<file path="src/sv/trbr_pkg.sv">
// Shared types, constants and helpers for the tile background pixel renderer.
package trbr_pkg;

  // Video memory layout: tile data in the low 4 KiB, tile map at 0x1800
  localparam int unsigned MAP_ROW_TILES   = 32;
  localparam int unsigned MAP_BYTES       = MAP_ROW_TILES * MAP_ROW_TILES;
  localparam int unsigned MAP_ADDR_W      = $clog2(MAP_BYTES);
  localparam int unsigned TILE_DATA_BYTES = 4096;
  localparam int unsigned TILE_BANK_DEPTH = TILE_DATA_BYTES / 2;
  localparam int unsigned BANK_ADDR_W     = $clog2(TILE_BANK_DEPTH);
  localparam logic [2:0]  MAP_REGION      = 3'b110;

  localparam int unsigned TDATA_IN_W  = 40;
  localparam int unsigned TDATA_OUT_W = 32;

  typedef enum logic {
    CMD_WRITE  = 1'b0,
    CMD_RENDER = 1'b1
  } cmd_e;

  // One accepted request
  typedef struct packed {
    cmd_e        cmd;
    logic [12:0] mem_address;
    logic [7:0]  mem_data;
    logic [7:0]  screen_x;
    logic [7:0]  screen_y;
  } req_t;

  // Both bit-plane bytes of one tile row for a render
  typedef struct packed {
    logic       vld;
    logic [7:0] x;
    logic [7:0] y;
    logic [7:0] lo;
    logic [7:0] hi;
  } tile_row_t;

  // One finished pixel
  typedef struct packed {
    logic       vld;
    logic [7:0] x;
    logic [7:0] y;
    logic [1:0] color;
    logic [7:0] shade;
  } pixel_t;

  // Gray level of a color index, index times 85
  function automatic logic [7:0] shade_of(input logic [1:0] color);
    logic [7:0] s;
    case (color)
      2'd0:    s = 8'd0;
      2'd1:    s = 8'd85;
      2'd2:    s = 8'd170;
      2'd3:    s = 8'd255;
      default: s = 8'd0;
    endcase
    return s;
  endfunction

endpackage

</file>
<file path="src/sv/trbr_skid.sv">
// Output skid buffer that decouples the pipeline enable from the sink ready.
module trbr_skid (
  input  logic             clk_i,
  input  logic             rst_ni,
  input  trbr_pkg::pixel_t pix_i,
  input  logic             out_ready_i,
  output logic             out_valid_o,
  output trbr_pkg::pixel_t out_pix_o,
  output logic             full_o
);

  logic             skid_vld_q;
  trbr_pkg::pixel_t skid_pix_q;
  logic             capture;

  // Catch the presented pixel when the sink stalls and the pipeline moves on
  assign capture = !skid_vld_q && pix_i.vld && !out_ready_i;

  always_ff @(posedge clk_i or negedge rst_ni) begin
    if (!rst_ni) begin
      skid_vld_q <= 1'b0;
    end else if (capture) begin
      skid_vld_q <= 1'b1;
    end else if (out_ready_i) begin
      skid_vld_q <= 1'b0;
    end
  end

  always_ff @(posedge clk_i) begin
    if (capture) begin
      skid_pix_q <= pix_i;
    end
  end

  // Drain the skid entry first
  assign out_valid_o = skid_vld_q || pix_i.vld;
  assign out_pix_o   = skid_vld_q ? skid_pix_q : pix_i;
  assign full_o      = skid_vld_q;

endmodule

</file>
<file path="config.mk">
export PLATFORM = sky130hd
export DESIGN_NAME = trbr_skid
export DESIGN_NICKNAME = d
export VERILOG_FILES = /design/src/sv/trbr_pkg.sv /design/src/sv/trbr_skid.sv
export SDC_FILE = /design/constraint.sdc
export NUM_CORES = 1
export LEC_CHECK = 0
export ABC_AREA = 1
export BUFFER_PORTS_ARGS = -buffer_cell sky130_fd_sc_hd__buf_2
export CAP_MARGIN = 0
export CELL_PAD_IN_SITES_DETAIL_PLACEMENT = 1
export CELL_PAD_IN_SITES_GLOBAL_PLACEMENT = 1
export CORE_MARGIN = 2
export CORE_UTILIZATION = 35
export DETAILED_ROUTE_END_ITERATION = 8
export HOLD_SLACK_MARGIN = 0.15
export MAX_ROUTING_LAYER = met4
export PLACE_DENSITY = 0.8
export SYNTH_ARGS = -nofsm -noshare
export SYNTH_HDL_FRONTEND = slang
export SYNTH_SLANG_ARGS = --single-unit
export TNS_END_PERCENT = 100
</file>
<file path="constraint.sdc">
create_clock -name clk_i -period 3.6 [get_ports clk_i]
set_clock_uncertainty 0.05 [all_clocks]
set_input_delay 0 -clock clk_i [delete_from_list [all_inputs] [get_ports clk_i]]
set_output_delay 0 -clock clk_i [all_outputs]
set_load 0.02 [all_outputs]
</file>
==> results_dict.tcl <==
set metrics [dict create \
    run_status "finished clean" \
    power.density_nw_per_um2 369 \
    synth_cell_types 8 \
    cts_tree "done" \
    diodes 0 \
    critPathCapture "skid_pix_q[1]" \
    r2r_start "full_o" \
    placed_cell_area_um2 1520 \
    tightest_slew_ns 0.456 \
    drive_gt1_share_pct 31.6 \
    port_buffers 58 \
    critPathKind "reg -> reg" \
    vias 1123 \
    placed_cells 219 \
    maxCapViolCount 0 \
    ir_drop_v 0.000188 \
    syn_area_per_cell_um2 10.1 \
    setup_violations 0 \
    worst_r2r_path_depth 5 \
    cts_max_level 1 \
    dr.pass1.iters 4 \
    power.switching_mw 0.193 \
    syn_inst 119 \
    p_leak_nw 0.908 \
    slew-limit-headroom_pct 69.5 \
    dp_hpwl_mm 2.16 \
    yosys.area.top_type "edfxtp_1" \
    nets 240 \
    start_util_pct 36.2 \
    min_period_ns 2.13 \
    routed_wl_mm 3.59 \
    synth_area_leaders "edfxtp_1 67%, nand2_1 25%, buf_6 2.8%" \
    critPathMaxFanout 30 \
    grt_pass1_wl_mm 5.87 \
    antenna_found_initial 0 \
    fp.dieH_um 62.7 \
    ys_ff_latch 28 \
    period_share_pct 59.1 \
    power.share.switching_pct 27.9 \
    die-width_um 62.7 \
    min_path_type "in -> reg" \
    drc 0 \
    slew_viol_final 0 \
    post-route-cell-area_um2 1880 \
    gp_congestion 0.663 \
    holdBufCountCts 31 \
    required_ns 3.60 \
    vias_per_cell 4.40 \
    wl_per_cell_um 14.1 \
    drtIter0Drc 49 \
    netlist_area_um2 1210 \
    ys_warn_count 0 \
    worstSetupStartpoint "full_o" \
    layout_common_cells "81 x nand2_1, 58 x buf_2, 31 x dlygate4sd3_1" \
    cts-buffers-inserted 3 \
    die_area_um2 3940 \
    power_frac_clock_pct 22.2 \
    post-cts-setup-buffers 0 \
    core_um2 3340 \
    arrival_ns 2.13 \
    synthToLayoutAreaGrowth_pct 55.5 \
    cts_buffer_depth 2 \
    syn-num-nets 149 \
    clock_sinks 28 \
    path_clk_slew_ns 0.15 \
    cts_resized 0 \
    grt_pass1_vias 1291 \
    antenna_left 0 \
    whs_path_depth 2 \
    root_buffer "clkbuf_4" \
    cell_internal_pwr_mw 0.500 \
    crit_path_end_kind "flop" \
    rr_endpoint "skid_pix_q[1]" \
    mostFrequentLayoutCell "nand2_1" \
    rsz0062_at_grt "false" \
    min-delay-start "pix_i[24]" \
    hold_violations 0 \
    max_freq_mhz 470 \
    yosys.area.top_type_share_pct 67.2 \
    worstSetupStartpointType "flop" \
    grt_max_degree 31 \
    r2r_slack_ns 1.47 \
    detailedPlace.worstSlack_ns 1.00 \
    overflow 0 \
    grt_use_total_pct 19.8 \
    worstSkewPairLatency_ns 0.32 \
    comb_power_share_pct 23.7 \
    rows 21 \
    seq_area_frac_synth_pct 69.2 \
    ios 59 \
    power_frac_seq_pct 54.1 \
    stdcell_count 255 \
    layout_setup_ws_ns 1.47 \
    setup_tns_ns 0 \
]
==> state kept, by name, indices dropped and copies added, names as in the netlist <==
signal      flops
skid_pix_q     27
full_o          1
==> cell usage after synthesis, drive strengths merged <==
cell and count:
nand2 81, dfrtp 1, inv 2, nor2 3, buf 5, edfxtp 27
==> power groups by stage <==
stage          registers [mW]  clock network, mW  logic [mW]
3_3_place_gp            0.382                  0       0.131
6_report                0.375              0.154       0.164
3_5_place_dp            0.383                  0       0.135
5_1_grt                 0.377              0.170       0.180
4_1_cts                 0.375              0.156       0.161
2_1_floorplan           0.383                  0      0.0810
==> how the worst min path moves through the flow <==
stage                                 to
after floorplan                   full_o
final                     skid_pix_q[24]
after global placement            full_o
after CTS                  skid_pix_q[3]
after global routing      skid_pix_q[24]
after detailed placement          full_o
==> per-stage QoR <==
| stage | total power [mW] | utilization (%) | hold slack (ns) |
|---|---|---|---|
| 3_3_place_gp | 0.513 | 45.4 | -0.274 |
| 6_report | 0.694 | 56.3 | 0.342 |
| 4_1_cts | 0.693 | 55.8 | 0.327 |
| 2_1_floorplan | 0.465 | - | -0.346 |
| 3_5_place_dp | 0.518 | 45.4 | -0.273 |
| 5_1_grt | 0.727 | 56.3 | 0.330 |
==> metal layers <==
metal	wire [um]	vias up	global-route usage (%)	share of wire, %
met5	0	-	-	0
met4	40	0	6.94	1.1
met3	154	4	2.16	4.3
met2	1980	39	37.0	55
met1	1410	522	21.8	39
li1	-	558	-	-
==> area by class of cell <==
| type | instances | area, um2 |
|---|---|---|
| Timing Repair Buffer | 91 | 623 |
| Sequential cell | 28 | 836 |
| Multi-Input combinational cell | 84 | 318 |
| Tap cell | 46 | 57.6 |
| Clock buffer | 4 | 36.3 |
| Fill cell | 410 | 1460 |
| Inverter | 2 | 7.51 |
==> critical path, stage by stage, from the launching register on <==
cell and delay [ns]:
dfrtp_1 0.39, buf_4 0.22, inv_2 0.36, nand2_1 0.16, nor2_2 0.40, buf_8 0.25
==> logic make-up (layout without fill, tap and decap cells) <==
| family | Yosys count | in the layout | share of synthesized area [%] |
|---|---|---|---|
| buffers and inverters | 7 | 97 | 4.66 |
| and+or+nand+nor | 84 | 84 | 26.1 |
| DFF | 28 | 28 | 69.2 |
(Power assumes the default switching activity.)
