==> src/sv/trbr_pkg.sv <==
// Shared types, constants and helpers for the tile background pixel renderer.
package trbr_pkg;

  // Video memory layout: tile data in the low 4 KiB, tile map at 0x1800
  localparam int unsigned MAP_ROW_TILES   = 32;
  localparam int unsigned MAP_BYTES       = MAP_ROW_TILES * MAP_ROW_TILES;
  localparam int unsigned MAP_ADDR_W      = $clog2(MAP_BYTES);
  localparam int unsigned TILE_DATA_BYTES = 4096;
  localparam int unsigned TILE_BANK_DEPTH = TILE_DATA_BYTES / 2;
  localparam int unsigned BANK_ADDR_W     = $clog2(TILE_BANK_DEPTH);
  localparam logic [2:0]  MAP_REGION      = 3'b110;

  localparam int unsigned TDATA_IN_W  = 40;
  localparam int unsigned TDATA_OUT_W = 32;

  typedef enum logic {
    CMD_WRITE  = 1'b0,
    CMD_RENDER = 1'b1
  } cmd_e;

  // One accepted request
  typedef struct packed {
    cmd_e        cmd;
    logic [12:0] mem_address;
    logic [7:0]  mem_data;
    logic [7:0]  screen_x;
    logic [7:0]  screen_y;
  } req_t;

  // Both bit-plane bytes of one tile row for a render
  typedef struct packed {
    logic       vld;
    logic [7:0] x;
    logic [7:0] y;
    logic [7:0] lo;
    logic [7:0] hi;
  } tile_row_t;

  // One finished pixel
  typedef struct packed {
    logic       vld;
    logic [7:0] x;
    logic [7:0] y;
    logic [1:0] color;
    logic [7:0] shade;
  } pixel_t;

  // Gray level of a color index, index times 85
  function automatic logic [7:0] shade_of(input logic [1:0] color);
    logic [7:0] s;
    case (color)
      2'd0:    s = 8'd0;
      2'd1:    s = 8'd85;
      2'd2:    s = 8'd170;
      2'd3:    s = 8'd255;
      default: s = 8'd0;
    endcase
    return s;
  endfunction

endpackage

==> src/sv/trbr_pixel.sv <==
// Bit selection from both planes and gray shade, registered.
module trbr_pixel (
  input  logic                clk_i,
  input  logic                rst_ni,
  input  logic                en_i,
  input  trbr_pkg::tile_row_t row_i,
  output trbr_pkg::pixel_t    pix_o
);

  logic [2:0]       bit_sel;
  logic [1:0]       color;
  logic             vld_q;
  trbr_pkg::pixel_t pix_q;

  // Pick bit 7 - x%8 of each plane
  assign bit_sel = 3'd7 - row_i.x[2:0];
  assign color   = {row_i.hi[bit_sel], row_i.lo[bit_sel]};

  always_ff @(posedge clk_i or negedge rst_ni) begin
    if (!rst_ni) begin
      vld_q <= 1'b0;
    end else if (en_i) begin
      vld_q <= row_i.vld;
    end
  end

  always_ff @(posedge clk_i) begin
    if (en_i) begin
      pix_q.vld   <= row_i.vld;
      pix_q.x     <= row_i.x;
      pix_q.y     <= row_i.y;
      pix_q.color <= color;
      pix_q.shade <= trbr_pkg::shade_of(color);
    end
  end

  always_comb begin
    pix_o     = pix_q;
    pix_o.vld = vld_q;
  end

endmodule

==> config.mk <==
export PLATFORM = sky130hd
export DESIGN_NAME = trbr_pixel
export DESIGN_NICKNAME = d
export VERILOG_FILES = /design/src/sv/trbr_pkg.sv /design/src/sv/trbr_pixel.sv
export SDC_FILE = /design/constraint.sdc
export NUM_CORES = 1
export LEC_CHECK = 0
export ABC_AREA = 0
export BUFFER_PORTS_ARGS = -buffer_cell sky130_fd_sc_hd__buf_2
export CORE_ASPECT_RATIO = 1.4
export CORE_MARGIN = 10
export CORE_UTILIZATION = 35
export DETAILED_ROUTE_END_ITERATION = 8
export GPL_ROUTABILITY_DRIVEN = 0
export GPL_TIMING_DRIVEN = 1
export PLACE_DENSITY = 0.74
export SYNTH_ARGS = -nofsm -noshare
export SYNTH_HDL_FRONTEND = slang
export SYNTH_SLANG_ARGS = --single-unit
==> constraint.sdc <==
create_clock -name clk_i -period 1.2 [get_ports clk_i]
set_input_delay 0.06 -clock clk_i [delete_from_list [all_inputs] [get_ports clk_i]]
set_output_delay 0.06 -clock clk_i [all_outputs]
set_load 0.02 [all_outputs]
==> results.cfg, run 1 <==
[run_status]
status = finished clean

[worst_hold_path]
min_delay_path_depth = 1
min_path_type = in -> reg

[routing]
vias_per_cell = 4.58
drt_iter0_markers = 19
wl_mm = 2.32
remaining_drc_errors = 0
drt-wirelength-per-cell_um = 17.3
first_pass_iters = 4
vias = 614
ant_nets = 0

[timing]
finalSetupViolations = 0
fmax_mhz = 992
rsz0062_at_grt = false
slew_viol_final = 0
fin_worst_skew_ns = 0
fin_crit_ns = 1.01
slew_headroom = 0.831
worst_pin_slew_ns = 0.254
hold_viol_final = 0
layout_worst_path_cycle_share = 0.840

[power]
power_leakage_nw = 0.592
finalPower_mw = 1.59
power_density_mw_per_mm2 = 1230
ir_drop_mv = 0.774

[worst_setup_path]
r2r_cells = 1
path_class = in -> reg
arrival_ns = 1.06
reg2reg_slack_ns = 0.44
worstPathRequired_ns = 1.25
crit_path_max_fanout = 5
cp-end-kind = register
startpoint_type = input port

[clocking]
clock-sinks = 20
cts_tree = yes
clk_latency_ns = 0.29
clkTransAtPathRegs_ns = 0.11
cts-hold-fix-buffers = 15
cts_buffers = 3
cts_max_path_buffers = 2
root_buffer = clkbuf_4
h-tree-depth = 1
post_cts_buffers = 0
cts_resized = 0

[yosys]
synth_seq_area_share = 0.739
syn_inst = 36
syn-num-nets = 72
synth-seq-cells = 20
ys_types = 5
syn-cell-area_um2 = 806
avgSynthCellArea_um2 = 22.4
ys_warn_count = 0

[floorplan]
start_util = 0.370
io_pins = 63
die_area_mm2 = 0.00465
die_x_um = 60.6
row_count = 20
die_h_um = 76.8
coreArea_mm2 = 0.00218

[global_routing]
grt_pass1_vias = 753
overflow = 0
grt_start_max_net_pins = 13
antenna_found_initial = 0
track_usage = 0.0997
grt_pass1_wl_mm = 3.58

[final_layout]
syn2layout_area_growth_pct = 60.1
num-nets-final = 148
final_area_mm2 = 0.00129
drive_above_1_share = 0.640
fin_cells = 134
fillCellCount = 179

[placed_design]
placed_area_mm2 = 0.00109
dp.cells = 113
io_buffer_count = 62

[run]
drv_cap = 0
-- cell type report --
type / instances / area [um2] / area share
clock buffers: 4 / 36.3 / 0.0281
multi-input cells: 8 / 150 / 0.116
diodes: 1 / 2.50 / 0.00194
well taps: 22 / 27.5 / 0.0213
repair buffers: 79 / 478 / 0.371
flip-flops and latches: 20 / 596 / 0.462
-- cell families (layout without fill, tap and decap cells) --
| logic type | Yosys count | in the layout | synth area share |
|---|---|---|---|
| buf+inv | 8 | 83 | 0.0745 |
| flops | 20 | 20 | 0.739 |
| mux | 8 | 8 | 0.186 |
| other cells | 0 | 1 | 0 |
-- synth_stat cells, drive strengths merged --
library cell   n  share of area
dfrtp          1          0.031
mux4           4           0.13
edfxtp        19           0.71
buf            8          0.075
mux2           4          0.056
-- layer usage --
layer,vias up,wire length (um),global-route usage
met2,46,1170,0.159
met3,4,362,0.0610
li1,291,-,-
met5,-,0,0
met1,273,763,0.0997
met4,0,17,0.0419
-- per-stage QoR --
stage,util,hold slack [ns],worst slack [ns],TNS [ns]
after detailed placement,0.501,-0.162,-0.134,-0.382
after floorplan,-,-0.236,0.0900,0
after global routing,0.591,0.00364,0.139,0
after CTS,0.587,0.00880,0.186,0
after global placement,0.501,-0.166,-0.0907,-0.245
final,0.593,0.0150,0.192,0
-- worst max-delay path, stage by stage --
cell	delay, ns
buf_2	0.15
mux4_1	0.57
mux2_2	0.28
-- worst paths after layout --
| kind | from | endpoint |
|---|---|---|
| max in group asynchronous | rst_ni | vld_q |
| min in group asynchronous | rst_ni | vld_q |
| worst min-delay path | row_i[26] | pix_o[20] |
| worst max-delay path | row_i[24] | pix_o[9] |
| worst min register to register | vld_q | vld_q |
| worst max register to register | vld_q | vld_q |
-- cells in the final DEF, fill, tap and decap left out, drive strengths merged --
cell,n
edfxtp,19
mux4,4
diode,1
buf,63
dlygate4sd3,16
clkbuf,4
dfrtp,1
mux2,4
-- sequential cells by signal, indices dropped and copies added (netlist names) --
signal / flops
vld_q: 1
pix_o: 19
-- where the power goes --
group	total (mW)	internal, mW	switching [mW]
Combinational	0.359	0.164	0.195
Sequential	0.852	0.831	0.0209
Clock	0.381	0.185	0.196
Total	1.59	1.18	0.412
Power figures use the tool's default switching activity.
==> run 2: changes to the inputs <==
Settings changed: ABC_AREA 0 to 1, PLACE_DENSITY 0.74 to 0.72.
Clock period 1.2 ns to 1.05 ns, I/O delays scaled along.
==> results.cfg, run 2 <==
[worst_setup_path]
cp-end-kind = primary output
arrival_ns = 0.92
crit_path_cell_trace = buf_2
startpoint_type = register
crit_family = flip-flops
cp.buffers_inverters = 1
worstPathRequired_ns = 1.00
crit_path_max_fanout = 4
reg2reg_slack_ns = 0.27
cp_slowest_cell = edfxtp_1
path_class = reg -> out
slowest_delay_ns = 0.44

[power]
ir_drop_mv = 0.568
power_density_mw_per_mm2 = 1420
power_leakage_nw = 0.742
finalPower_mw = 2.04

[yosys]
yosysTopAreaCell = edfxtp_1
syn-cell-area_um2 = 908
yosysMostFrequentCell = nand2_1
synth-seq-cells = 20
syn-num-nets = 120
avgSynthCellArea_um2 = 10.8
synthTopCellsByArea = edfxtp_1 (63%), nand2_1 (9.9%), buf_4 (6.6%), inv_1 (5.4%), nand3_1 (3.9%)
ys_types = 12
syn_inst = 84
ys.flop_type = edfxtp_1
synth-edff-count = 19
synth-async-reset-ratio = 0.0500
synth_seq_area_share = 0.656
ys_warn_count = 0
synthTopCellsByCount = nand2_1 (24), edfxtp_1 (19), inv_1 (13)
synth_top_area_share = 0.628

[run]
drv_cap = 0

[clocking]
cts_resized = 0
cts_buffers = 3
post_cts_buffers = 0
root_buffer = clkbuf_4
cts-hold-fix-buffers = 16
h-tree-depth = 1
cts_max_path_buffers = 2
clock-sinks = 20
clk_latency_ns = 0.30
clkTransAtPathRegs_ns = 0.11
cts_tree = yes

[floorplan]
die_x_um = 63.1
die_area_mm2 = 0.00506
io_pins = 63
row_count = 21
die_h_um = 80.3
start_util = 0.372
coreArea_mm2 = 0.00244

[timing]
layout_worst_path_cycle_share = 0.929
finalSetupViolations = 0
fin_crit_ns = 0.975
fmax_mhz = 1030
slew_headroom = 0.867
worst_pin_slew_ns = 0.200
fin_worst_skew_ns = 0
slew_viol_final = 0
final.setup.tns_ns = 0
rsz0062_at_grt = false
hold_viol_final = 0

[final_layout]
fillCellCount = 204
largest_reg_flops = 19
final_util = 0.586
num-nets-final = 196
syn2layout_area_growth_pct = 57.7
multiInputGateArea_um2 = 165
antenna_cells = 0
final_area_mm2 = 0.00143
layout_common_cells = buf_2 (62), nand2_1 (24), edfxtp_1 (19), dlygate4sd3_1 (17), inv_1 (13)
drive_above_1_share = 0.484
final_common_cell = buf_2
seq_area_um2 = 596

[routing]
remaining_drc_errors = 0
first_pass_iters = 4
vias = 832
wl_mm = 2.70
ant_nets = 0
vias_per_cell = 4.31
drt_iter0_markers = 23
drt-wirelength-per-cell_um = 14.0

[placed_design]
hpwl_mm = 2.00
placed_area_mm2 = 0.00121
io_buffer_count = 62

[global_routing]
grt_pass1_vias = 907
antenna_found_initial = 0
grt_start_max_net_pins = 16
grt_pass1_wl_mm = 4.44
overflow = 0
track_usage = 0.108

[worst_hold_path]
min_path_type = in -> reg

[run_status]
status = finished clean
-- run 2: cell types whose count changed in the layout (fill, tap and decap cells not counted), moves of 3 or more --
| cell | delta |
|---|---|
| nand3_1 | +7 |
| inv_2 | +5 |
| nand2_2 | +3 |
| inv_1 | +13 |
| mux2_2 | -4 |
| mux4_1 | -4 |
| nand2_1 | +24 |
-- run 2: worst paths after layout --
kind,start,to,cells after the start
min in group asynchronous,rst_ni,vld_q,2
max in group asynchronous,rst_ni,vld_q,2
worst min register to register,vld_q,vld_q,1
worst min-delay path,en_i,pix_o[21],1
worst max-delay path,pix_o[5],pix_o[7],1
worst max register to register,vld_q,vld_q,1
-- run 2: where the power goes --
part           switching [mW]  total (mW)  internal, mW
clock                   0.231       0.617         0.386
sequential             0.0225       0.971         0.948
combinational           0.262       0.449         0.187
total                   0.515        2.04          1.52
-- run 2: cell type report --
| cell class | instances | share of cell area |
|---|---|---|
| Sequential cell | 20 | 0.416 |
| Inverter | 19 | 0.0533 |
| Timing Repair Buffer | 80 | 0.349 |
| Multi-Input combinational cell | 36 | 0.115 |
| Tap cell | 34 | 0.0297 |
| Clock inverter | 1 | 0.0210 |
| Clock buffer | 3 | 0.0157 |
-- run 2: cell families after synthesis --
logic type | after synthesis | share of synthesized area
muxes | 1 | 0.0124
buffers and inverters | 28 | 0.163
and+or+nand+nor | 35 | 0.169
DFF | 20 | 0.656
-- run 2: metrics by stage --
step / setup WS (ns) / hold slack [ns] / cells
after CTS: 0.0660 / 0.00676 / 192
after floorplan: 0.288 / -0.243 / 84
after global placement: 0.202 / -0.173 / 172
after detailed placement: 0.174 / -0.172 / 172
final: 0.0747 / 0.0744 / 193
after global routing: 0.0196 / 0.0562 / 193
-- run 2: layer usage --
metal  wire (um)  global-route usage  vias to the layer above
met5           0                   0                        -
met4          34              0.0673                        0
met3         278              0.0292                        2
met2        1310               0.184                       51
met1        1080               0.117                      372
li1            -                   -                      407
